File: src/edb_ram.sv
// ----------------------------------------------------------------------------
// edb_ram: generic simple dual-port ram
// one write port and one read port, read data registered
// ----------------------------------------------------------------------------
module edb_ram #(
    parameter int DATA_W = 8,
    parameter int DEPTH  = 16
) (
    input  logic                     clk,
    input  logic                     we,
    input  logic [$clog2(DEPTH)-1:0] wr_addr,
    input  logic [DATA_W-1:0]        wr_data,
    input  logic [$clog2(DEPTH)-1:0] rd_addr,
    output logic [DATA_W-1:0]        rd_data
);

    logic [DATA_W-1:0] mem_reg [DEPTH];
    logic [DATA_W-1:0] rd_data_reg;

    always_ff @(posedge clk)
    begin
        if (we)
        begin
            mem_reg[wr_addr] <= wr_data;
        end
        rd_data_reg <= mem_reg[rd_addr];
    end

    assign rd_data = rd_data_reg;

endmodule

File: config.mk
export PLATFORM = sky130hd
export DESIGN_NAME = edb_ram
export DESIGN_NICKNAME = d
export VERILOG_FILES = /design/src/edb_ram.sv
export SDC_FILE = /design/constraint.sdc
export NUM_CORES = 1
export LEC_CHECK = 0
export BUFFER_PORTS_ARGS = -buffer_cell sky130_fd_sc_hd__buf_2
export CELL_PAD_IN_SITES_DETAIL_PLACEMENT = 0
export CELL_PAD_IN_SITES_GLOBAL_PLACEMENT = 1
export CORE_ASPECT_RATIO = 0.5
export CORE_MARGIN = 3
export CORE_UTILIZATION = 35
export CTS_CLUSTER_DIAMETER = 120
export DETAILED_ROUTE_END_ITERATION = 10
export GPL_TIMING_DRIVEN = 0
export PLACE_DENSITY_LB_ADDON = 0.1
export SLEW_MARGIN = 20
export SYNTH_ARGS = -nofsm -noshare
export SYNTH_HDL_FRONTEND = slang
export SYNTH_SLANG_ARGS = --single-unit
export TNS_END_PERCENT = 1
File: constraint.sdc
create_clock -name clk -period 1.7 [get_ports clk]
set_clock_uncertainty 0.1 [all_clocks]
set_input_delay 0 -clock clk [delete_from_list [all_inputs] [get_ports clk]]
set_output_delay 0 -clock clk [all_outputs]
set_load 0.02 [all_outputs]
==> metrics.yaml <==
pwr:
  power_density_nw_per_um2: 1210
  p_seq_share_pct: 50.0
  finalPower_mw: 7.528
  ir_worst_vdd_uv: 512.8
  switching_share_pct: 20.83
  p_clk_share_pct: 44.4
  p_comb_share_pct: 5.6
  p_leak_nw: 2.069
  power.switching_mw: 1.568
  p_int_mw: 5.960
sta:
  worst_slew_pin_slew_ns: 0.8792
  period_minus_slack_ns: 1.596
  maxSlewHeadroom_pct: 41.17
  setup_tns_ns: 0
  grt_setup_unrepaired: "false"
  slew_viol_final: 0
  fmax_mhz: 626.8
  period_share_pct: 93.85
  setup-violations-final: 0
  hold_viol_final: 0
routing:
  post-route-drc-count: 0
  viasPerCell: 5.008
  via_count: 2464
  wl_met1_um: 5125
  dr_wl_met3_um: 521
  met2_length_um: 5179
  drt_wl_total_um: 10950
  drtAntennaViolNets: 0
  firstDrtPassIters: 4
  top_layer: "met4"
  wire_per_inst_um: 22.26
  drt_iter0_drc: 176
cells_and_area:
  final_area_sq_um: 6222
  drive_gt1_share_pct: 29.00
  antenna_cells: 0
  finish.net_count: 305
  largest_reg_flops: 128
  area_growth_pct: 20.88
  fillers: 1243
  layout_commonest_cell: "edfxtp_1"
  layout_common_cells: "edfxtp_1 (128), buf_2 (27), mux4_2 (18), clkbuf_16 (17)"
clocking:
  clock-sinks: 136
  clkTransAtPathRegs_ns: 0.06
  cts.path.max_buffers: 2
  htreeDepth: 4
  cts_tree: "built"
  ctsRootBufferMaster: "clkbuf_16"
  cts_buffers: 17
  clk_latency_ns: 0.40
placement:
  dp_hpwl_um: 7138
  io_buffers: 24
  placed_area_sq_um: 5535
  gp_congestion: 0.7163
global_route:
  antenna_found_initial: 0
  grt_usage_pct: 14.36
  grt_pass1_vias: 2577
  grt_pass1_wl_um: 16220
  grt_overflow_total: 0
  grt_max_degree: 17
synthesis:
  netlist_area_sq_um: 5147
  seq_area_frac_synth_pct: 77.78
  ys_ff_latch: 136
  ys_warn_count: 0
  syn_inst: 229
  avgSynthCellArea_sq_um: 22.48
  synth_fp_nets: 247
  ys_types: 19
critical_path:
  startpoint: "mem_reg[2][7]"
  crit_chain: "mux4_2 -> a22oi_1 -> nand2_1"
  worstSetupPathType: "reg -> reg"
  slowest_stage: "mux4_2"
  required_ns: 1.88
  rrSetupSlack_ns: 0.10
  arrival_ns: 1.77
  end_kind: "flip-flop"
  slowest_delay_ns: 0.48
  r2r_cells: 3
  r2r-start: "mem_reg[2][7]"
  crit_fanout: 1
  worstReg2RegEnd: "rd_data[7]"
  start_kind: "flip-flop"
worst_hold_path:
  hold_path_class: "in -> reg"
  hold_end: "mem_reg[0][2]"
  hold_depth: 3
  hold_start: "wr_addr[3]"
floorplanning:
  die_y_um: 91.75
  initial_utilization_pct: 36.86
  num_rows: 30
  boundaryPins: 26
  die-area_sq_um: 16290
  die_x_um: 177.5
  core_area_sq_um: 13960
job:
  max_cap_viol_count: 0
outcome:
  status: "finished clean"
-- kinds of logic (layout without fill, tap and decap cells) --
group / count (synthesis) / count (layout) / synth area share (%)
flops: 136 / 136 / 77.78
simple gates: 35 / 35 / 3.184
mux: 32 / 32 / 15.02
compound gates: 16 / 16 / 2.334
buf+inv: 10 / 81 / 1.677
-- Yosys cell counts --
cell               n  area, sq um
nand3_1            1        5.000
buf_6              3        33.78
dfxtp_1            8        160.2
a22oi_1           16        120.1
buf_4              1        7.510
nor3_1             4        20.02
mux4_1            14        367.9
buf_2              3        15.01
nand2_1            9        33.78
nor2b_1            1        6.260
mux4_2            18        405.4
nand2b_1           2        12.51
clkdlybuf4s25_2    3        30.03
and2b_1            1        7.510
or3b_2             1        8.760
edfxtp_1         128         3844
nor2_1            13        48.80
nand3b_1           2        15.01
and2_1             1        6.260
-- worst max-delay path by stage --
stage	to	slack, ns	cells past startpoint
floorplan	mem_reg[0][0]	0.11	2
global placement	mem_reg[0][0]	-0.60	3
detailed placement	mem_reg[1][7]	-0.16	3
CTS	rd_data[1]	0.07	3
global route	rd_data[0]	0.06	3
finish	rd_data[7]	0.10	3
-- layer usage --
layer,up-vias,GRT usage [%]
li1,1089,-
met1,1316,19.69
met2,47,21.89
met3,12,4.384
met4,0,4.896
met5,-,0
-- area by class of cell --
cell class,instances,area (sq um),area share [%]
well taps,192,240.2,3.861
multi-input cells,83,1087,17.47
clock buffers,23,457.9,7.360
clock inverters,9,78.83,1.267
flip-flops and latches,136,4004,64.35
repair buffers,39,267.8,4.303
plain buffers,10,86.33,1.387
-- critical path: cells and delay by family (launching register included) --
| family | cells | cell delay [ns] |
|---|---|---|
| multiplexers | 1 | 0.48 |
| AO/OA/AOI/OAI | 1 | 0.40 |
| flip-flops | 1 | 0.38 |
| AND/OR/NAND/NOR | 1 | 0.12 |
-- power by group through the flow --
stage,registers [mW],clock network (mW),logic [mW]
6_report,3.77,3.34,0.422
3_3_place_gp,3.83,0,0.396
4_1_cts,3.77,3.39,0.429
5_1_grt,3.77,3.53,0.458
3_5_place_dp,3.84,0,0.402
2_1_floorplan,3.86,0,0.190
-- per-stage QoR --
stage / hold WS, ns / setup slack (ns) / instances / utilization (%)
6_report: 0.01282 / 0.1045 / 492 / 44.56
5_1_grt: 0.05030 / 0.06004 / 492 / 44.56
4_1_cts: 0.008389 / 0.07366 / 492 / 44.49
3_5_place_dp: 0.3161 / -0.1641 / 446 / 39.64
3_3_place_gp: 0.3043 / -0.6003 / 445 / 39.44
2_1_floorplan: -0.001131 / 0.1071 / 229 / -
-- what timing repair did --
action | CTS | global route
hold endpoints to repair | 130 | 0
endpoints found under the setup margin | 0 | 2
setup buffers | 0 | 0
gates resized for setup | 0 | 2
hold buffers | 14 | 0
(Power assumes the default switching activity.)
