## src/edb_pkg.sv

```systemverilog
// ----------------------------------------------------------------------------
// edb_pkg: binarizer shared definitions
// sizes, register indexes and the datapath interface types
// ----------------------------------------------------------------------------
package edb_pkg;

    localparam int MAX_WIDTH  = 1024;
    localparam int MAX_HEIGHT = 4096;

    // column and row counter widths
    localparam int COL_W = $clog2(MAX_WIDTH);
    localparam int ROW_W = $clog2(MAX_HEIGHT);

    // error rows are split into even and odd column banks
    localparam int BANK_DEPTH = (MAX_WIDTH + 1) / 2;
    localparam int BANK_AW    = COL_W - 1;

    localparam int PIX_W        = 8;
    localparam int THR_W        = 8;
    localparam int ERR_W        = 11;
    localparam int WIDTH_REG_W  = 11;
    localparam int HEIGHT_REG_W = 13;
    localparam int CFG_DATA_W   = 13;
    localparam int CFG_IDX_W    = 2;

    typedef enum logic [CFG_IDX_W-1:0] {
        REG_THRESHOLD,
        REG_WIDTH,
        REG_HEIGHT
    } cfg_reg_t;

    typedef logic signed [ERR_W-1:0] err_t;

    typedef struct packed {
        logic last_col;
        logic last_row;
    } diff_ctrl_t;

    typedef struct packed {
        logic white;
        err_t carry_next;
        err_t next_x;
        err_t next_xm1;
        err_t next_xp1;
    } diff_out_t;

endpackage

```

## src/edb_diffuse.sv

```systemverilog
// ----------------------------------------------------------------------------
// edb_diffuse: per-pixel error diffusion datapath
// threshold decision, residual split into 7/3/5/1 sixteenths, window update
// ----------------------------------------------------------------------------
module edb_diffuse
    import edb_pkg::*;
(
    input  logic [PIX_W-1:0] pixel,
    input  logic [THR_W-1:0] threshold,
    input  err_t             above_err,
    input  err_t             carry_err,
    input  err_t             win_cur,
    input  err_t             win_prev,
    input  diff_ctrl_t       ctrl,
    output diff_out_t        result
);

    localparam int SUM_W  = ERR_W + 1;
    localparam int PROD_W = SUM_W + 4;
    localparam int FRAC_SHIFT = 4;

    localparam logic signed [SUM_W-1:0]  WHITE_LEVEL = SUM_W'(255);
    localparam logic signed [PROD_W-1:0] ROUND_BIAS  = PROD_W'((1 << FRAC_SHIFT) - 1);
    localparam err_t ERR_MAX = {1'b0, {(ERR_W-1){1'b1}}};
    localparam err_t ERR_MIN = {1'b1, {(ERR_W-1){1'b0}}};
    localparam err_t ERR_ZERO = '0;

    // clip a one-bit-wider sum back to the error range
    function automatic err_t sat_err(input logic signed [SUM_W-1:0] v);
        err_t r;
        if (v[SUM_W-1] == v[SUM_W-2])
        begin
            r = v[ERR_W-1:0];
        end
        else
        begin
            r = v[SUM_W-1] ? ERR_MIN : ERR_MAX;
        end
        return r;
    endfunction

    // e * k / 16 with truncation toward zero
    function automatic err_t share16(input logic signed [SUM_W-1:0] e,
                                     input logic signed [3:0] k);
        logic signed [PROD_W-1:0] prod;
        logic signed [PROD_W-1:0] biased;
        logic signed [PROD_W-1:0] quo;
        prod   = e * k;
        biased = prod + (prod[PROD_W-1] ? ROUND_BIAS : '0);
        quo    = biased >>> FRAC_SHIFT;
        return quo[ERR_W-1:0];
    endfunction

    logic signed [SUM_W-1:0] err_sum;
    err_t                    err;
    logic signed [SUM_W-1:0] pix_sum;
    logic                    white;
    logic signed [SUM_W-1:0] resid;
    err_t                    s7;
    err_t                    s5;
    err_t                    s3;
    err_t                    s1;
    logic signed [SUM_W-1:0] acc_x;
    logic signed [SUM_W-1:0] acc_xm1;

    assign err_sum = $signed({above_err[ERR_W-1], above_err})
                   + $signed({carry_err[ERR_W-1], carry_err});
    assign err     = sat_err(err_sum);
    assign pix_sum = $signed({{(SUM_W-PIX_W){1'b0}}, pixel}) + $signed({err[ERR_W-1], err});
    assign white   = pix_sum >= $signed({{(SUM_W-THR_W){1'b0}}, threshold});
    assign resid   = white ? (pix_sum - WHITE_LEVEL) : pix_sum;

    assign s7 = share16(resid, 4'sd7);
    assign s5 = share16(resid, 4'sd5);
    assign s3 = share16(resid, 4'sd3);
    assign s1 = share16(resid, 4'sd1);

    assign acc_x   = $signed({win_cur[ERR_W-1], win_cur}) + $signed({s5[ERR_W-1], s5});
    assign acc_xm1 = $signed({win_prev[ERR_W-1], win_prev}) + $signed({s3[ERR_W-1], s3});

    always_comb
    begin
        result.white      = white;
        result.carry_next = ctrl.last_col ? ERR_ZERO : s7;
        result.next_x     = ctrl.last_row ? win_cur : sat_err(acc_x);
        result.next_xm1   = ctrl.last_row ? win_prev : sat_err(acc_xm1);
        result.next_xp1   = (ctrl.last_row || ctrl.last_col) ? ERR_ZERO : s1;
    end

endmodule

```

## config.mk

```make
export PLATFORM = sky130hd
export DESIGN_NAME = edb_diffuse
export DESIGN_NICKNAME = d
export VERILOG_FILES = /design/src/edb_pkg.sv /design/src/edb_diffuse.sv
export SDC_FILE = /design/constraint.sdc
export NUM_CORES = 1
export LEC_CHECK = 0
export BUFFER_PORTS_ARGS = -buffer_cell sky130_fd_sc_hd__buf_2
export CAP_MARGIN = 20
export CORE_MARGIN = 2
export CORE_UTILIZATION = 63
export DETAILED_ROUTE_END_ITERATION = 12
export PLACE_DENSITY = 0.87
export SLEW_MARGIN = 20
export SYNTH_ARGS = -nofsm -noshare
export SYNTH_HDL_FRONTEND = slang
export SYNTH_SLANG_ARGS = --single-unit
```

## constraint.sdc

```tcl
create_clock -name vclk -period 52.6
set_input_delay 7.89 -clock vclk [all_inputs]
set_output_delay 7.89 -clock vclk [all_outputs]
set_load 0.005 [all_outputs]
```

==> results.json, run 1 <==
{
  "run_status": "finished clean",
  "gp_routability_congestion": 0.935,
  "required_ns": 44.71,
  "min_period_ns": 29.62,
  "die_x_um": 103,
  "synthDominantCellAreaShare_pct": 22.7,
  "synth_cells": 853,
  "start_kind": "input port",
  "post-cts-setup-buffer-count": 0,
  "syn_area_per_cell_um2": 7.17,
  "synth_top_family_by_area": "adder cells",
  "cpPeakStageDelay_ns": 0.58,
  "tightest_slew_ns": 0.875,
  "hold_buffers": 0,
  "synth_area_leader_cell": "ha_1",
  "wirelength_mm": 14.2,
  "start_util_pct": 65.6,
  "slew_headroom_pct": 40.8,
  "routedWlPerCell_um": 13.3,
  "timing.fmax_mhz": 33.8,
  "ys_types": 79,
  "fin_crit_sh_pct": 56.3,
  "netlist_area_mm2": 0.00612,
  "cp_slowest_cell": "xor2_1",
  "seq_area_um2": 0,
  "rsz0062_at_grt": "false",
  "path_class": "input port to primary output",
  "nFlopsAndLatches": 0,
  "synth_compound_area_share_pct": 25.3,
  "grt_pass1_vias": 5687,
  "dieHeight_um": 103,
  "ys_seq_area_share_pct": 0,
  "post_cts_resized": 0,
  "via_per_inst": 5.78,
  "yosysWarnings": 0,
  "ant_nets": 0,
  "synthMuxAreaShare_pct": 1.74,
  "grt_overflow": 0,
  "firstDrtPassIters": 5,
  "hold_class": "input port to primary output",
  "setup_tns_ns": 0,
  "cp_max_fo": 16,
  "drc": 0,
  "syn_to_final_growth_pct": 9.41,
  "rows": 35,
  "diodes": 0,
  "coreArea_mm2": 0.00933,
  "crit_arrival_ns": 21.73,
  "first_iter_violations": 264,
  "fill_cells": 812,
  "syn_nets": 1041,
  "n_clock_buffer": 0,
  "drive_gt1_share_pct": 14.1,
  "ys_top_cells_by_area": "ha_1 23%, xnor2_1 9.3%, inv_1 6.0%, xor2_1 5.4%, fa_1 4.9%",
  "vias": 6164,
  "finalSetupViolCount": 0,
  "grt_usage_pct": 27.0,
  "nets": 1127,
  "endpoint_kind": "primary output",
  "grt_max_degree": 41,
  "synthAdderAreaFrac_pct": 29.6,
  "hold_viol_final": 0,
  "hpwl_mm": 12.3,
  "antenna_found_initial": 0,
  "drv_slew": 0,
  "synthXorXnorAreaFrac_pct": 15.4,
  "die_area_mm2": 0.0105,
  "cap_violations": 0,
  "io_buffers": 107,
  "grt_first_pass_wirelength_mm": 24.1,
  "yosys.area_share.simple_pct": 20.0,
  "ioPinCount": 107
}
## critical path, delay by kind of cell
family / cells / cell delay (ns)
AO/OA/AOI/OAI: 25 / 4.77
adder cells (fa/ha/maj): 11 / 3.38
AND/OR/NAND/NOR: 16 / 2.96
XOR/XNOR: 5 / 1.71
buffers and inverters: 7 / 0.99
## metal layers
layer / track usage, % / part of all wire, % / up-vias
met3: 0.475 / 4.3 / 37
met5: 0 / 0 / -
met2: 49.9 / 47 / 177
met1: 34.7 / 46 / 2770
met4: 6.97 / 2.7 / 0
li1: - / - / 3180
## area by class of cell
type               count  area (um^2)  share of cell area, %
inverters             99          373                   5.57
multi-input cells    731         5620                   84.0
well taps            129          161                   2.41
repair buffers       107          536                   8.00
## placed cells by master, fill, tap and decap left out, types with 16 or more instances in the layout
cell      synthesis  routed
a211oi_1         17      17
a21o_1           23      23
a21oi_1          57      57
buf_2             1     107
ha_1            111     111
inv_1            97      97
nand2_1          58      58
nand3_1          16      16
nor2_1           79      79
o21ai_0          53      52
xnor2_1          65      65
xor2_1           38      38
## worst paths after layout
path  slack (ns)    startpoint  cells past startpoint          to
max        22.98  above_err[0]                     64  result[22]
min        16.07    win_cur[3]                      4  result[25]
## Yosys cell counts, types with 6 or more instances
cell type  number
a211oi_1       17
a21boi_0        9
a21o_1         23
a21oi_1        57
a31oi_1         6
and2_1         10
and3_1          8
clkbuf_1       13
fa_1           15
ha_1          111
inv_1          97
maj3_1         12
nand2_1        58
nand2b_1       13
nand3_1        16
nand4_1         7
nor2_1         79
nor2b_1        15
nor3_1         10
nor3b_1         7
o21a_1         10
o21ai_0        53
or3_1           6
xnor2_1        65
xor2_1         38
## logic make-up after synthesis
kind of cell	count (synthesis)
AND/OR/NAND/NOR	247
AO/OA/AOI/OAI	231
XOR/XNOR	105
multiplexers	10
buffers and inverters	122
adder cells (fa/ha/maj)	138
## metrics by stage
stage	instances	hold slack (ns)	utilization [%]	area [um^2]	setup slack (ns)
after floorplan	853	15.81	-	6120	24.92
after global placement	1066	16.08	71.8	6690	23.53
after detailed placement	1066	16.08	71.8	6690	23.08
after CTS	1066	16.08	71.8	6690	23.06
after global routing	1066	16.09	71.8	6690	21.66
final	1066	16.07	71.8	6690	22.98
Power of run 1 is left out: the tool's default activity adds up to more than one toggle a clock period on the data nets, which glitch-free logic cannot reach.
==> inputs of run 2 (changes only) <==
--- a/config.mk
+++ b/config.mk
@@ -8,9 +8,9 @@
 export BUFFER_PORTS_ARGS = -buffer_cell sky130_fd_sc_hd__buf_2
 export CAP_MARGIN = 20
 export CORE_MARGIN = 2
-export CORE_UTILIZATION = 63
+export CORE_UTILIZATION = 55
 export DETAILED_ROUTE_END_ITERATION = 12
-export PLACE_DENSITY = 0.87
+export PLACE_DENSITY = 0.81
 export SLEW_MARGIN = 20
 export SYNTH_ARGS = -nofsm -noshare
 export SYNTH_HDL_FRONTEND = slang
==> constraint.sdc (replaced) <==
create_clock -name vclk -period 26.6
set_input_delay 3.99 -clock vclk [all_inputs]
set_output_delay 3.99 -clock vclk [all_outputs]
set_load 0.005 [all_outputs]
==> run 2 against run 1 <==
  * Clock-buffer cell count unchanged
  * Critical endpoint is now result[23]
  * Design area increased by 0.21%
  * Global-route usage decreased by 3.2 points
  * Critical path depth unchanged
  * Via count decreased by 1.3%
==> results.json, run 2 (synthesis results as in run 1) <==
{
  "coreArea_mm2": 0.0108,
  "path_class": "input port to primary output",
  "ioPinCount": 107,
  "hold_buffers": 0,
  "timing.fmax_mhz": 45.6,
  "hold_class": "input port to primary output",
  "post-cts-setup-buffer-count": 0,
  "layout_common_cells": "111 x ha_1, 107 x buf_2, 97 x inv_1",
  "wirelength_mm": 14.5,
  "run_status": "finished clean",
  "hold_viol_final": 0,
  "gp_routability_congestion": 1.01,
  "tightest_slew_ns": 0.869,
  "cpPeakStageDelay_ns": 0.61,
  "fin_crit_sh_pct": 82.5,
  "fill_cells": 1038,
  "ant_nets": 0,
  "drc": 0,
  "grt_pass1_vias": 5556,
  "diodes": 0,
  "hold_end": "result[30]",
  "rows": 38,
  "first_iter_violations": 276,
  "vias": 6081,
  "hpwl_mm": 12.5,
  "grt_overflow": 0,
  "antenna_found_initial": 0,
  "start_kind": "input port",
  "nets": 1127,
  "cap_violations": 0,
  "grt_usage_pct": 23.8,
  "cp_slowest_cell": "xor2_1",
  "fin_cells": 1077,
  "via_per_inst": 5.65,
  "dieHeight_um": 109,
  "drv_slew": 0,
  "setup_tns_ns": 0,
  "die_x_um": 109,
  "firstDrtPassIters": 5,
  "n_clock_buffer": 0,
  "routedWlPerCell_um": 13.5,
  "io_buffers": 107,
  "crit_buf_inv": 7,
  "grt_first_pass_wirelength_mm": 24.1,
  "placed_cell_area_mm2": 0.00671,
  "start_util_pct": 56.4,
  "path_delay_family": "compound AO/OA/AOI/OAI gates",
  "dp_slack_ns": 4.77,
  "drive_gt1_share_pct": 14.1,
  "min_period_ns": 21.94,
  "path_common_cell": "ha_1",
  "slew_headroom_pct": 41.1,
  "nFlopsAndLatches": 0,
  "crit_arrival_ns": 17.95,
  "finalSetupViolCount": 0,
  "seq_area_um2": 0,
  "endpoint_kind": "primary output",
  "layout_commonest_cell": "ha_1",
  "hold_depth": 4,
  "setup_ws_ns": 4.66,
  "grt_max_degree": 41,
  "syn_to_final_growth_pct": 9.63,
  "stdcell_area_mm2": 0.00671,
  "min_from": "win_cur[8]",
  "die_area_mm2": 0.0120,
  "rsz0062_at_grt": "false",
  "post_cts_resized": 0,
  "required_ns": 22.61,
  "dp.cells": 1077,
  "cp_max_fo": 16
}
run 2: worst max path at each step:
| stage | start | to | slack (ns) | depth (start not counted) |
|---|---|---|---|---|
| final | above_err[0] | result[23] | 4.66 | 64 |
| after global routing | above_err[0] | result[22] | 3.62 | 60 |
| after CTS | above_err[0] | result[23] | 4.73 | 64 |
| after detailed placement | above_err[0] | result[23] | 4.77 | 64 |
| after global placement | above_err[0] | result[23] | 5.23 | 64 |
| after floorplan | above_err[0] | result[22] | 6.72 | 62 |
run 2: routing by layer:
layer | GRT usage, % | share of wire (%) | up-vias
li1 | - | - | 3176
met1 | 29.3 | 46 | 2721
met2 | 45.6 | 48 | 164
met3 | 1.07 | 4.0 | 20
met4 | 4.52 | 1.8 | 0
met5 | 0 | 0 | -
run 2: stage by stage:
step	hold slack [ns]	util, %
final	8.28	61.9
after global routing	8.31	61.9
after CTS	8.28	61.9
after detailed placement	8.28	61.9
after global placement	8.28	61.9
after floorplan	8.01	-
run 2: cell type report:
cell class / count / area, um^2 / area share [%]
multi-input cells: 731 / 5620 / 83.8
inverters: 99 / 373 / 5.56
repair buffers: 107 / 536 / 7.98
well taps: 140 / 175 / 2.61
Power of run 2 is left out for the same reason.
==> inputs of run 3 (changes only) <==
--- a/config.mk
+++ b/config.mk
@@ -8,9 +8,9 @@
 export BUFFER_PORTS_ARGS = -buffer_cell sky130_fd_sc_hd__buf_2
 export CAP_MARGIN = 20
 export CORE_MARGIN = 2
-export CORE_UTILIZATION = 55
+export CORE_UTILIZATION = 60
 export DETAILED_ROUTE_END_ITERATION = 12
-export PLACE_DENSITY = 0.81
+export PLACE_DENSITY = 0.84
 export SLEW_MARGIN = 20
 export SYNTH_ARGS = -nofsm -noshare
 export SYNTH_HDL_FRONTEND = slang
==> constraint.sdc (replaced) <==
create_clock -name vclk -period 21.4
set_input_delay 3.21 -clock vclk [all_inputs]
set_output_delay 3.21 -clock vclk [all_outputs]
set_load 0.005 [all_outputs]
==> run 3 against run 2 <==
  * Clock-buffer cell count is the same
  * Design area barely moved
  * Routed wire length decreased by 2.5%
  * Non-clock buffer count did not move
  * Worst hold slack worse by 1.6 ns
  * Sequential share of layout area is the same
  * Largest cell class unchanged
==> results.json, run 3 (synthesis results as in run 1) <==
{
  "grt_first_pass_wirelength_mm": 24.2,
  "cpPeakStageDelay_ns": 0.50,
  "dp_slack_ns": 1.11,
  "dieHeight_um": 105,
  "cp_slowest_cell": "or3b_2",
  "path_common_cell": "ha_1",
  "ant_nets": 0,
  "hold_class": "input port to primary output",
  "drv_slew": 0,
  "slew_headroom_pct": 37.7,
  "hold_viol_final": 0,
  "setup_tns_ns": 0,
  "wirelength_mm": 14.1,
  "grt_usage_pct": 24.9,
  "timing.fmax_mhz": 49.5,
  "coreArea_mm2": 0.00982,
  "path_delay_family": "compound AO/OA/AOI/OAI gates",
  "fin_crit_sh_pct": 94.3,
  "io_buffers": 107,
  "run_status": "finished clean",
  "grt_overflow": 0,
  "required_ns": 18.19,
  "n_clock_buffer": 0,
  "start_util_pct": 62.3,
  "seq_area_um2": 0,
  "drc": 0,
  "fill_cells": 901,
  "startpoint": "above_err[0]",
  "rows": 36,
  "vias": 6139,
  "grt_max_degree": 41,
  "tightest_slew_ns": 0.920,
  "path_class": "input port to primary output",
  "ioPinCount": 107,
  "syn_to_final_growth_pct": 9.73,
  "min_from": "win_cur[9]",
  "die_x_um": 105,
  "nFlopsAndLatches": 0,
  "nets": 1127,
  "routedWlPerCell_um": 13.2,
  "cp_max_fo": 16,
  "via_per_inst": 5.74,
  "stdcell_area_mm2": 0.00671,
  "grt_pass1_vias": 5720,
  "placed_cell_area_mm2": 0.00670,
  "hpwl_mm": 12.2,
  "firstDrtPassIters": 5,
  "layout_commonest_cell": "ha_1",
  "setup_ws_ns": 1.21,
  "start_kind": "input port",
  "endpoint_kind": "primary output",
  "finalSetupViolCount": 0,
  "cap_violations": 0,
  "diodes": 0,
  "first_iter_violations": 306,
  "min_period_ns": 20.19,
  "drive_gt1_share_pct": 14.3,
  "die_area_mm2": 0.0110,
  "crit_arrival_ns": 16.98,
  "antenna_found_initial": 0,
  "rsz0062_at_grt": "false",
  "gp_routability_congestion": 0.931,
  "layout_common_cells": "111 x ha_1, 107 x buf_2, 97 x inv_1",
  "crit_buf_inv": 7
}
==> run 3: area by class of cell <==
cell class                      instances  area, um^2  share of cell area (%)
Inverter                               99         373                    5.55
Tap cell                              133         166                    2.48
Timing Repair Buffer                  107         536                    7.98
Multi-Input combinational cell        731        5640                    84.0
==> run 3: path summary, 6_finish.rpt <==
kind,endpoint,slack [ns],cells past startpoint
setup / recovery,result[23],1.21,64
hold / removal,result[31],6.72,4
==> run 3: per-layer routing <==
metal / vias to the layer above / GRT usage, % / share of wire (%)
li1: 3180 / - / -
met1: 2734 / 31.4 / 46
met2: 193 / 45.8 / 46
met3: 32 / 1.31 / 5.2
met4: 0 / 6.57 / 2.7
met5: - / 0 / 0
==> run 3: stage by stage <==
| stage | util [%] | hold WS, ns | cells |
|---|---|---|---|
| after floorplan | - | 6.45 | 853 |
| after global placement | 68.2 | 6.72 | 1070 |
| after detailed placement | 68.2 | 6.72 | 1070 |
| after CTS | 68.2 | 6.72 | 1070 |
| after global routing | 68.4 | 6.76 | 1070 |
| final | 68.4 | 6.72 | 1070 |
==> run 3: repair_timing <==
item | in CTS | in global routing
buffers inserted | 0 | 0
resized for setup | 0 | 2
setup endpoints to repair | 0 | 10
hold buffers | 0 | 0
hold endpoints to repair | 0 | 0
Power of run 3 is left out for the same reason.
